### src/hw/rtl/awt_pkg.sv
`timescale 1ns / 1ps

package awt_pkg;

  localparam int NUM_WINDOWS_DEF = 8;
  localparam int ADDR_WIDTH_DEF  = 64;

  localparam logic [1:0] CMD_WRITE  = 2'd0;
  localparam logic [1:0] CMD_TO_BUS = 2'd1;
  localparam logic [1:0] CMD_TO_CPU = 2'd2;
  localparam logic [1:0] CMD_NONE   = 2'd3;

  typedef struct packed {
    logic [1:0]  cmd;
    logic [2:0]  window_index;
    logic        window_valid;
    logic [2:0]  kind;
    logic [63:0] start_req;
    logic [63:0] finish;
    logic [63:0] offset_value;
  } req_t;

  typedef struct packed {
    logic [63:0] out_start;
    logic [63:0] out_end;
    logic        matched;
    logic [2:0]  match_index;
  } rsp_t;

endpackage

### src/hw/rtl/awt_table.sv
`timescale 1ns / 1ps

module awt_table #(
  parameter int NUM_WINDOWS = awt_pkg::NUM_WINDOWS_DEF,
  parameter int ADDR_WIDTH  = awt_pkg::ADDR_WIDTH_DEF,
  parameter int IDX_W       = (NUM_WINDOWS > 1) ? $clog2(NUM_WINDOWS) : 1
) (
  input  logic                  clk,
  input  logic                  rst,
  // window load
  input  logic                  wr_en,
  input  logic [IDX_W-1:0]      wr_idx,
  input  logic                  wr_valid,
  input  logic [2:0]            wr_kind,
  input  logic [ADDR_WIDTH-1:0] wr_start,
  input  logic [ADDR_WIDTH-1:0] wr_end,
  input  logic [ADDR_WIDTH-1:0] wr_offset,
  // lookup
  input  logic [2:0]            lk_kind,
  input  logic                  lk_to_cpu,
  input  logic [ADDR_WIDTH-1:0] lk_lo,
  input  logic [ADDR_WIDTH-1:0] lk_hi,
  output logic                  hit,
  output logic [IDX_W-1:0]      hit_idx,
  output logic [ADDR_WIDTH-1:0] hit_offset
);
  import awt_pkg::*;

  logic [NUM_WINDOWS-1:0] entry_valid;
  logic [2:0]             entry_kind   [NUM_WINDOWS];
  logic [ADDR_WIDTH-1:0]  cpu_start    [NUM_WINDOWS];
  logic [ADDR_WIDTH-1:0]  cpu_end      [NUM_WINDOWS];
  logic [ADDR_WIDTH-1:0]  bus_start    [NUM_WINDOWS];
  logic [ADDR_WIDTH-1:0]  bus_end      [NUM_WINDOWS];
  logic [ADDR_WIDTH-1:0]  entry_offset [NUM_WINDOWS];
  logic [NUM_WINDOWS-1:0] win_hit;

  // bus span is kept precomputed so lookup is a plain compare
  always_ff @(posedge clk) begin
    if (rst) begin
      entry_valid <= '0;
    end else if (wr_en) begin
      entry_valid[wr_idx] <= wr_valid;
    end
  end

  always_ff @(posedge clk) begin
    if (wr_en) begin
      entry_kind[wr_idx]   <= wr_kind;
      cpu_start[wr_idx]    <= wr_start;
      cpu_end[wr_idx]      <= wr_end;
      bus_start[wr_idx]    <= wr_start - wr_offset;
      bus_end[wr_idx]      <= wr_end - wr_offset;
      entry_offset[wr_idx] <= wr_offset;
    end
  end

  for (genvar g = 0; g < NUM_WINDOWS; g++) begin : g_win
    logic [ADDR_WIDTH-1:0] ws;
    logic [ADDR_WIDTH-1:0] we;
    assign ws = lk_to_cpu ? bus_start[g] : cpu_start[g];
    assign we = lk_to_cpu ? bus_end[g]   : cpu_end[g];
    assign win_hit[g] = entry_valid[g] && (entry_kind[g] == lk_kind) &&
                        (ws <= lk_lo) && (we >= lk_hi);
  end

  // lowest index wins: scan downward so the last assignment holds
  always_comb begin
    hit        = 1'b0;
    hit_idx    = '0;
    hit_offset = '0;
    for (int i = NUM_WINDOWS - 1; i >= 0; i--) begin
      if (win_hit[i]) begin
        hit        = 1'b1;
        hit_idx    = IDX_W'(i);
        hit_offset = entry_offset[i];
      end
    end
  end

endmodule

### src/hw/rtl/address_window_translator.sv
`timescale 1ns / 1ps

// Channel   Ports              Handshake
// --------  -----------------  ----------------------------------------------
// request   start, busy, req   transaction taken on a clock edge with start=1
//                              and busy=0
// result    done, rsp          done marks rsp for one cycle; always taken
//
// done rises once the request has passed the stage-1 request register and the
// stage-2 result register. One transaction per cycle.
// Stage 1 registers the request; stage 2 is the parallel window compare,
// priority select and offset add/subtract into the result register.
// busy stays low: every window compare runs in parallel each cycle.
// A window load commits as it leaves stage 1, so the next request sees it.
// Reset clears the valid bits of all windows; the receiver cannot stall.

module address_window_translator #(
  parameter int NUM_WINDOWS = awt_pkg::NUM_WINDOWS_DEF,
  parameter int ADDR_WIDTH  = awt_pkg::ADDR_WIDTH_DEF
) (
  input  logic         clk,
  input  logic         rst,
  input  logic         start,
  output logic         busy,
  input  awt_pkg::req_t req,
  output logic         done,
  output awt_pkg::rsp_t rsp
);
  import awt_pkg::*;

  localparam int IDX_W = (NUM_WINDOWS > 1) ? $clog2(NUM_WINDOWS) : 1;

  // stage 1: registered request
  logic in_vld;
  req_t in_req;

  // stage 2: registered result
  rsp_t rsp_next;

  logic                  wr_en;
  logic [ADDR_WIDTH-1:0] lo;
  logic [ADDR_WIDTH-1:0] hi;
  logic                  hit;
  logic [IDX_W-1:0]      hit_idx;
  logic [ADDR_WIDTH-1:0] hit_offset;
  logic [ADDR_WIDTH-1:0] offset;
  logic [31:0]           idx_wide;
  logic                  is_xlate;

  assign busy = 1'b0;

  always_ff @(posedge clk) begin
    if (rst) begin
      in_vld <= 1'b0;
    end else begin
      in_vld <= start;
    end
  end

  always_ff @(posedge clk) begin
    if (start) begin
      in_req <= req;
    end
  end

  // out-of-range window index drops the load
  assign wr_en = in_vld && (in_req.cmd == CMD_WRITE) &&
                 (32'(in_req.window_index) < NUM_WINDOWS);

  assign lo = in_req.start_req[ADDR_WIDTH-1:0];
  assign hi = in_req.finish[ADDR_WIDTH-1:0];

  awt_table #(
    .NUM_WINDOWS (NUM_WINDOWS),
    .ADDR_WIDTH  (ADDR_WIDTH),
    .IDX_W       (IDX_W)
  ) u_table (
    .clk        (clk),
    .rst        (rst),
    .wr_en      (wr_en),
    .wr_idx     (IDX_W'(in_req.window_index)),
    .wr_valid   (in_req.window_valid),
    .wr_kind    (in_req.kind),
    .wr_start   (lo),
    .wr_end     (hi),
    .wr_offset  (in_req.offset_value[ADDR_WIDTH-1:0]),
    .lk_kind    (in_req.kind),
    .lk_to_cpu  (in_req.cmd == CMD_TO_CPU),
    .lk_lo      (lo),
    .lk_hi      (hi),
    .hit        (hit),
    .hit_idx    (hit_idx),
    .hit_offset (hit_offset)
  );

  // no matching window: offset zero, range passes through unchanged
  assign offset   = hit ? hit_offset : '0;
  assign idx_wide = 32'(hit_idx);
  assign is_xlate = (in_req.cmd == CMD_TO_BUS) || (in_req.cmd == CMD_TO_CPU);

  always_comb begin
    rsp_next = '0;
    unique case (in_req.cmd)
      CMD_TO_BUS: begin
        rsp_next.out_start[ADDR_WIDTH-1:0] = lo - offset;
        rsp_next.out_end[ADDR_WIDTH-1:0]   = hi - offset;
      end
      CMD_TO_CPU: begin
        rsp_next.out_start[ADDR_WIDTH-1:0] = lo + offset;
        rsp_next.out_end[ADDR_WIDTH-1:0]   = hi + offset;
      end
      default: begin
        rsp_next.out_start = '0;
        rsp_next.out_end   = '0;
      end
    endcase
    if (is_xlate && hit) begin
      rsp_next.matched     = 1'b1;
      rsp_next.match_index = idx_wide[2:0];
    end
  end

  always_ff @(posedge clk) begin
    if (rst) begin
      done <= 1'b0;
    end else begin
      done <= in_vld;
    end
  end

  always_ff @(posedge clk) begin
    if (in_vld) begin
      rsp <= rsp_next;
    end
  end

endmodule

### config.mk
export PLATFORM = sky130hd
export DESIGN_NAME = address_window_translator
export DESIGN_NICKNAME = d
export VERILOG_FILES = /design/src/hw/rtl/awt_pkg.sv /design/src/hw/rtl/awt_table.sv /design/src/hw/rtl/address_window_translator.sv
export SDC_FILE = /design/constraint.sdc
export NUM_CORES = 2
export LEC_CHECK = 0
export ABC_CLOCK_PERIOD_IN_PS = 52900
export BUFFER_PORTS_ARGS = -buffer_cell sky130_fd_sc_hd__buf_4
export CORE_MARGIN = 5
export CORE_UTILIZATION = 40
export DETAILED_ROUTE_END_ITERATION = 8
export PLACE_DENSITY_LB_ADDON = 0.1
export SLEW_MARGIN = 20
export SYNTH_ARGS = -nofsm -noshare
export SYNTH_HDL_FRONTEND = slang
export SYNTH_HIERARCHICAL = 1
export SYNTH_SLANG_ARGS = --single-unit
### constraint.sdc
create_clock -name clk -period 52.9 [get_ports clk]
set_input_delay 10.58 -clock clk [delete_from_list [all_inputs] [get_ports clk]]
set_output_delay 10.58 -clock clk [all_outputs]
set_load 0.05 [all_outputs]
* Yosys cells after proc, flatten, opt, wreduce, memory -nomap -nowiden
Memory sizes are Yosys's and may differ from the RTL's.
Index checks and enable logic that the tools add are counted.
** Storage, ports and cells
- Latch bits :: 0
- Word-level logic and storage cells :: 137
- Memory bits (writable) :: 2584
- Memories :: 6
- ROM bits :: 0
- Input port bits :: 204
- Register bits after elaboration :: 343
** Operators by class
- Shift operators :: 0
- Magnitude comparators :: 18
- Equality and inequality tests :: 10
- Div/mod/pow operators :: 0
- Multipliers :: 0
- Muxes and demuxes :: 48
- Bitwise gates (word level) :: 1
- Reduce and logical (&&, ||, !) cells :: 32
- Add/subtract/negate cells :: 6
** Memories
- u_table.bus_end :: depth 8, bits a word 64, read ports 8, clocked after memory_dff 0, write ports 1, line awt_table.sv:34 : logic [ADDR_WIDTH-1:0] bus_end [NUM_WINDOWS];
- u_table.bus_start :: depth 8, bits a word 64, read ports 8, clocked after memory_dff 0, write ports 1, line awt_table.sv:33 : logic [ADDR_WIDTH-1:0] bus_start [NUM_WINDOWS];
- u_table.cpu_end :: depth 8, bits a word 64, read ports 8, clocked after memory_dff 0, write ports 1, line awt_table.sv:32 : logic [ADDR_WIDTH-1:0] cpu_end [NUM_WINDOWS];
- u_table.cpu_start :: depth 8, bits a word 64, read ports 8, clocked after memory_dff 0, write ports 1, line awt_table.sv:31 : logic [ADDR_WIDTH-1:0] cpu_start [NUM_WINDOWS];
- u_table.entry_offset :: depth 8, bits a word 64, read ports 8, clocked after memory_dff 0, write ports 1, line awt_table.sv:35 : logic [ADDR_WIDTH-1:0] entry_offset [NUM_WINDOWS];
- u_table.entry_kind :: depth 8, bits a word 3, read ports 8, clocked after memory_dff 0, write ports 1, line awt_table.sv:30 : logic [2:0] entry_kind [NUM_WINDOWS];
** Operators with widths (count)
- 64-bit two-way mux :: 25
- 64-bit >= comparator :: 8
- 64-bit <= comparator :: 8
- 128-bit one-hot mux with 2 select lines :: 1
- 64-bit subtractor :: 4
- 64-bit adder :: 2
- 1-bit logical AND :: 27
- 3-bit == test :: 8
- 3-bit two-way mux :: 8
- 1-bit two-way mux :: 11
- 8-bit bitwise mux :: 1
- 5-bit OR reduction :: 1
- 3-bit by 4-bit less-than comparator with 1-bit output, second input constant :: 1
- 4-bit two-way mux :: 1
- 1-bit demux with 3-bit select :: 1
- 3-bit by 1-bit >= comparator with 1-bit output, second input constant :: 1
- 3-bit OR reduction :: 1
- 2-bit by 1-bit == test with 1-bit output, second input constant :: 1
- 2-bit == test, second input constant :: 1
- 2-bit zero test :: 1
- 2-bit OR reduction :: 1
- 1-bit logical OR :: 1
- 1-bit inverter :: 1

* Longest topological paths before layout
- Depth after elaboration :: 16
- Mapped depth :: 43

* By module
The synthesis kept the hierarchy.
** By module, submodules not included
- awt_table :: sequential area each 77754.6 µm², times used 1, cells an instance 8351, area an instance 124499.4 µm²
- address_window_translator :: sequential area each 10039.6 µm², times used 1, cells an instance 1932, area an instance 20181.9 µm²

* Worst setup path after synthesis
OpenSTA, ideal clock, no wires.
- Path type :: register to register
- From :: register in_vld
- To :: register u_table.entry_valid[0]
- Arrival :: 26.970 ns
- Path slack :: 25.802 ns
- Setup time :: 0.128 ns
- Cell stages (with the launch flop) :: 6
- Clock period less this slack :: 27.098 ns
- Data required time :: 52.772 ns
- Path through :: dfxtp_1 -> and2_1 -> nand2b_1 -> nor3_1 -> mux2i_1 -> nor2_1
** Between the ends
- Cells in the longest elaborated chain, start to end :: 1
** RTL lines
- start, declared :: line address_window_translator.sv:34 : logic in_vld;
- start signal, assigned :: line address_window_translator.sv:56 : in_vld <= start;
- 1-bit logical AND :: line address_window_translator.sv:67 : assign wr_en = in_vld && (in_req.cmd == CMD_WRITE) &&
- via wr_en :: line address_window_translator.sv:40 : logic wr_en;
- end signal, assigned by index :: line awt_table.sv:43 : entry_valid[wr_idx] <= wr_valid;
- end, declared :: line awt_table.sv:29 : logic [NUM_WINDOWS-1:0] entry_valid;
The timed path passes the listed nets, and every way through them passes these cells.
A chain may end at the register's enable or synchronous reset.

* Worst setup path in the final report
- From :: register in_req[199] in the netlist's numbering
- To :: register rsp[129] in the netlist's numbering, data pin
** Between the ends
- Cells in the longest elaborated chain, start to end :: 16
- Elaborated cells on any way between the ends :: 70
** RTL lines
- start, declared :: line address_window_translator.sv:35 : req_t in_req;
- start signal, assigned :: line address_window_translator.sv:62 : in_req <= req;
- 2-bit == test * :: line address_window_translator.sv:88 : .lk_to_cpu (in_req.cmd == CMD_TO_CPU),
- 64-bit two-way mux :: line awt_table.sv:61 : assign ws = lk_to_cpu ? bus_start[g] : cpu_start[g];
- 64-bit <= comparator :: line awt_table.sv:64 : (ws <= lk_lo) && (we >= lk_hi);
- 1-bit logical AND :: line awt_table.sv:63 : assign win_hit[g] = entry_valid[g] && (entry_kind[g] == lk_kind) &&
- 1-bit logical AND :: line awt_table.sv:64
- 64-bit two-way mux (7 in a row) :: line awt_table.sv:73 : if (win_hit[i]) begin
- 64-bit two-way mux * :: line awt_table.sv:73
- via hit_offset[0] :: line address_window_translator.sv:45 : logic [ADDR_WIDTH-1:0] hit_offset;
- 64-bit two-way mux * :: line address_window_translator.sv:97 : assign offset = hit ? hit_offset : '0;
- 64-bit adder / 64-bit subtractor (equally long branches) :: line address_window_translator.sv:109, address_window_translator.sv:105
- 128-bit one-hot mux with 2 select lines * :: line address_window_translator.sv:103 : unique case (in_req.cmd)
- end signal, assigned :: line address_window_translator.sv:133 : rsp <= rsp_next;
- end, declared :: line address_window_translator.sv:27 : output awt_pkg::rsp_t rsp
Mark *: on every way through the listed nets, which the timed path passes. The rest lies on a longest branch.

==> metrics.log <==
INFO  metric worst-endpoint-arrival = 16.85 ns
INFO  metric r2r.worst_path.cells = 44
INFO  metric most_numerous_cell_types_in_the_synthesized_netlist = sky130_fd_sc_hd__edfxtp_1 (2917), sky130_fd_sc_hd__ha_1 (1304), sky130_fd_sc_hd__mux2_2 (1008)
INFO  metric placeableCoreArea = 0.360 sq mm
INFO  metric power_leakage = 61.1 nW
INFO  metric num_vias = 92600
INFO  metric boundaryPins = 338
INFO  metric max_freq = 0.0618 GHz
INFO  metric regToRegSetupSlack = 36.72 ns
INFO  metric worst_path_most_repeated_cell = sky130_fd_sc_hd__buf_4
INFO  metric ant_nets = 0
INFO  metric route.final.wire_length = 493000 microns
INFO  metric postSynthNetCount = 11800
INFO  metric synth.lib_cells_used.distinct = 115
INFO  metric worst-slew-pin-transition = 1.26 ns
INFO  metric clkSlewWorstSetupHoldPaths = 0.06 ns
INFO  metric global_route_wire_length_before_repair = 688000 microns
INFO  metric hold_path_depth = 2
INFO  metric worstSkewPairLatency = 0.95 ns
INFO  metric timing.critical_path.to_type = register
INFO  metric design.die.area = 0.374 sq mm
INFO  metric area_occupied_by_multi_input_gates = 0.0547 sq mm
INFO  metric place_area = 0.154 sq mm
INFO  metric flow.area_growth_from_synthesis = 14.1%
INFO  metric fp-row-count = 220
INFO  metric post_cts_resized = 0
INFO  metric final_layout_size_suffix_gt1_share = 20.1%
INFO  metric firstDrtPassIters = 8
INFO  metric fin_cells = 16000
INFO  metric synth_most_common_cell = sky130_fd_sc_hd__edfxtp_1
INFO  metric setup.worst_path.class = reg2reg
INFO  metric grt_overflow_total = 0
INFO  metric worst_r2r_startpoint = in_req[199]
INFO  metric crit_start = in_req[199]
INFO  metric die_height = 611 microns
INFO  metric run_status = finished, final reports clean
INFO  metric drt_first_iter_violations = 9019
INFO  metric timing.max_slew.rel_slack = 15.3%
INFO  metric final_min_period_over_clock_period = 30.6%
INFO  metric antenna_violations_before_repair = 36
INFO  metric initial_utilization = 40.2%
INFO  metric cts_hold_buf = 0
INFO  metric clock_tree_from_tritoncts = built
INFO  metric dp.cells = 15300
INFO  metric fillCellCount = 31800
INFO  metric grt_setup_unrepaired = false
INFO  metric max-clock-path-buffers = 4
INFO  metric post_synth_instance_area = 0.145 sq mm
INFO  metric worst_ir_drop_vdd = 26.0 uV
INFO  metric min_period = 16.18 ns
INFO  metric power_density = 35.3 mW/mm^2
INFO  metric final_critical_path_setup_slack = 36.72 ns
INFO  metric route.detailed.drc = 0
INFO  metric netlist.area_leader.share = 60.5%
INFO  metric setup-tns-final = 0 ns
INFO  metric yosys_warnings = 6
INFO  metric post_synth_main_area_contributors = sky130_fd_sc_hd__edfxtp_1 (61%), sky130_fd_sc_hd__ha_1 (11%), sky130_fd_sc_hd__mux2_2 (7.8%), sky130_fd_sc_hd__a21oi_1 (2.4%), sky130_fd_sc_hd__a21o_1 (1.8%)
INFO  metric total_power = 5.83 mW
INFO  metric max_cap_violations = 0
INFO  metric finalSetupViolCount = 0
INFO  metric synth_top_flop_cell = sky130_fd_sc_hd__edfxtp_1
INFO  metric synth_enable_flop_cells = 2917
INFO  metric hold_class = reg2reg
INFO  metric finalHoldViolCount = 0
INFO  metric timing_max_transition_violations_final = 0
INFO  metric final-seq-area = 0.0878 sq mm
INFO  metric routabilityCongestion = 0.960
INFO  metric worst-path-max-fanout = 118
INFO  metric route.detailed.wl_per_inst = 30.9 microns
INFO  metric synth-async-reset-ratio = 0%
INFO  metric crit_path_start_kind = register
INFO  metric hpwl = 354000 microns
INFO  metric fin_worst_skew = 0.0697 ns
INFO  metric fin_nets = 12400
INFO  metric overall_global_routing_usage = 25.6%
INFO  metric hold_path.startpoint = u_table/entry_valid[7]
INFO  metric slowest_stage = sky130_fd_sc_hd__o311ai_1
INFO  metric cts_inserted_buffers = 336
INFO  metric detailedPlace.worstSlack = 36.83 ns
INFO  metric tritoncts_num_sinks = 2927
INFO  metric worst_endpoint_required_time = 53.57 ns
INFO  metric cp-endpoint = rsp[129]
INFO  metric sequential_to_total_area_share_from_yosys_stat = 60.7%
INFO  metric postSynthAreaPerCell = 14.1 sq um
INFO  metric port_buffer_count = 336
INFO  metric synth-seq-cells = 2927
INFO  metric post_route_standard_cell_area_excluding_fillers = 0.165 sq mm
INFO  metric htree_num_levels = 5
INFO  metric timing.rr.end = rsp[129]
INFO  metric cts.repair_timing.setup_buffer_count = 0
INFO  metric cts-root-buf = sky130_fd_sc_hd__clkbuf_16
INFO  metric viasPerCell = 5.80
INFO  metric number_of_global_route_vias_before_repair = 91200
INFO  metric grt_max_degree = 130
INFO  metric synth.largest_area_cell = sky130_fd_sc_hd__edfxtp_1
INFO  metric max_stage_delay = 0.91 ns
INFO  metric die_width = 611 microns
INFO  metric postSynthCellCount = 10300
==> stage by stage <==
step                      hold WS, ns  utilization [%]
final                           0.488             45.9
after global placement          0.466             42.9
after detailed placement        0.476             42.9
after floorplan                 0.454                -
after global routing            0.516             45.9
after CTS                       0.487             45.9
==> sequential cells by signal (all words and copies together), names as in the netlist <==
register / flops
u_table/entry_offset: 512
u_table/cpu_start: 512
u_table/entry_kind: 24
u_table/bus_end: 512
hi: 64
u_table/bus_start: 512
u_table/entry_valid: 8
u_table/cpu_end: 512
in_vld: 1
rsp: 132
done: 1
in_req: 73
lo: 64
==> layout by cell type, fill, tap and decap left out, types with 177 or more instances in the layout <==
| cell | netlist | final |
|---|---|---|
| sky130_fd_sc_hd__o21ai_0 | 347 | 344 |
| sky130_fd_sc_hd__edfxtp_1 | 2917 | 2917 |
| sky130_fd_sc_hd__nor2_1 | 464 | 458 |
| sky130_fd_sc_hd__nand2_1 | 342 | 341 |
| sky130_fd_sc_hd__a21o_1 | 342 | 342 |
| sky130_fd_sc_hd__a21oi_1 | 705 | 705 |
| sky130_fd_sc_hd__mux2_2 | 1008 | 1008 |
| sky130_fd_sc_hd__nand4_1 | 264 | 264 |
| sky130_fd_sc_hd__clkbuf_16 | 0 | 339 |
| sky130_fd_sc_hd__xnor2_1 | 199 | 177 |
| sky130_fd_sc_hd__inv_1 | 361 | 361 |
| sky130_fd_sc_hd__buf_4 | 12 | 603 |
| sky130_fd_sc_hd__ha_1 | 1304 | 1302 |
==> routing by layer <==
layer	wire (microns)	track usage [%]
met1	219000	36.2
met2	224000	40.4
met3	30800	3.86
met4	18900	8.63
met5	11	0
==> power breakdown <==
part / internal (mW) / total [mW] / switching (mW) / leakage (nW)
sequential: 2.68 / 2.72 / 0.0403 / 26.6
combinational: 0.260 / 0.833 / 0.573 / 29.4
clock: 1.30 / 2.28 / 0.973 / 5.12
total: 4.25 / 5.83 / 1.59 / 61.1
==> logic make-up after synthesis <==
kind of cell               after synthesis  synth area share (%)
AOI/OAI and AO/OA                     2226                  9.96
xor gates and xnor gates               294                  1.78
adders and majority gates             1308                  11.3
buffers and inverters                  694                  1.89
DFF                                   2927                  60.7
muxes                                 1033                  8.02
other                                    1               0.00259
and+or+nand+nor                       1800                  6.34
==> area by class of cell <==
| cell class | count | area share (%) |
|---|---|---|
| antenna | 18 | 0.0273 |
| clock buffer | 420 | 5.34 |
| clock inverter | 180 | 1.07 |
| inverter | 364 | 0.830 |
| multi-input combinational | 6662 | 33.1 |
| sequential | 2927 | 53.2 |
| tap | 4773 | 3.62 |
| timing repair buffer | 613 | 2.86 |
==> worst min-delay path by stage <==
stage | slack, ns | end
after floorplan | 0.45 | u_table/entry_valid[2]
after CTS | 0.49 | u_table/entry_valid[7]
after detailed placement | 0.48 | u_table/entry_valid[3]
after global routing | 0.52 | u_table/entry_valid[7]
after global placement | 0.47 | u_table/entry_valid[3]
final | 0.49 | u_table/entry_valid[7]
==> critical path: cells and delay by family (launching register included) <==
kind	cells	cell delay (ns)
flip-flops	1	0.36
AND/OR/NAND/NOR	11	3.38
buffers and inverters	10	5.08
multiplexers	1	0.41
XOR/XNOR	1	0.16
AO/OA/AOI/OAI	18	4.73
adder cells (fa/ha/maj)	3	1.18
No activity file was read; power rests on OpenSTA's default activity.
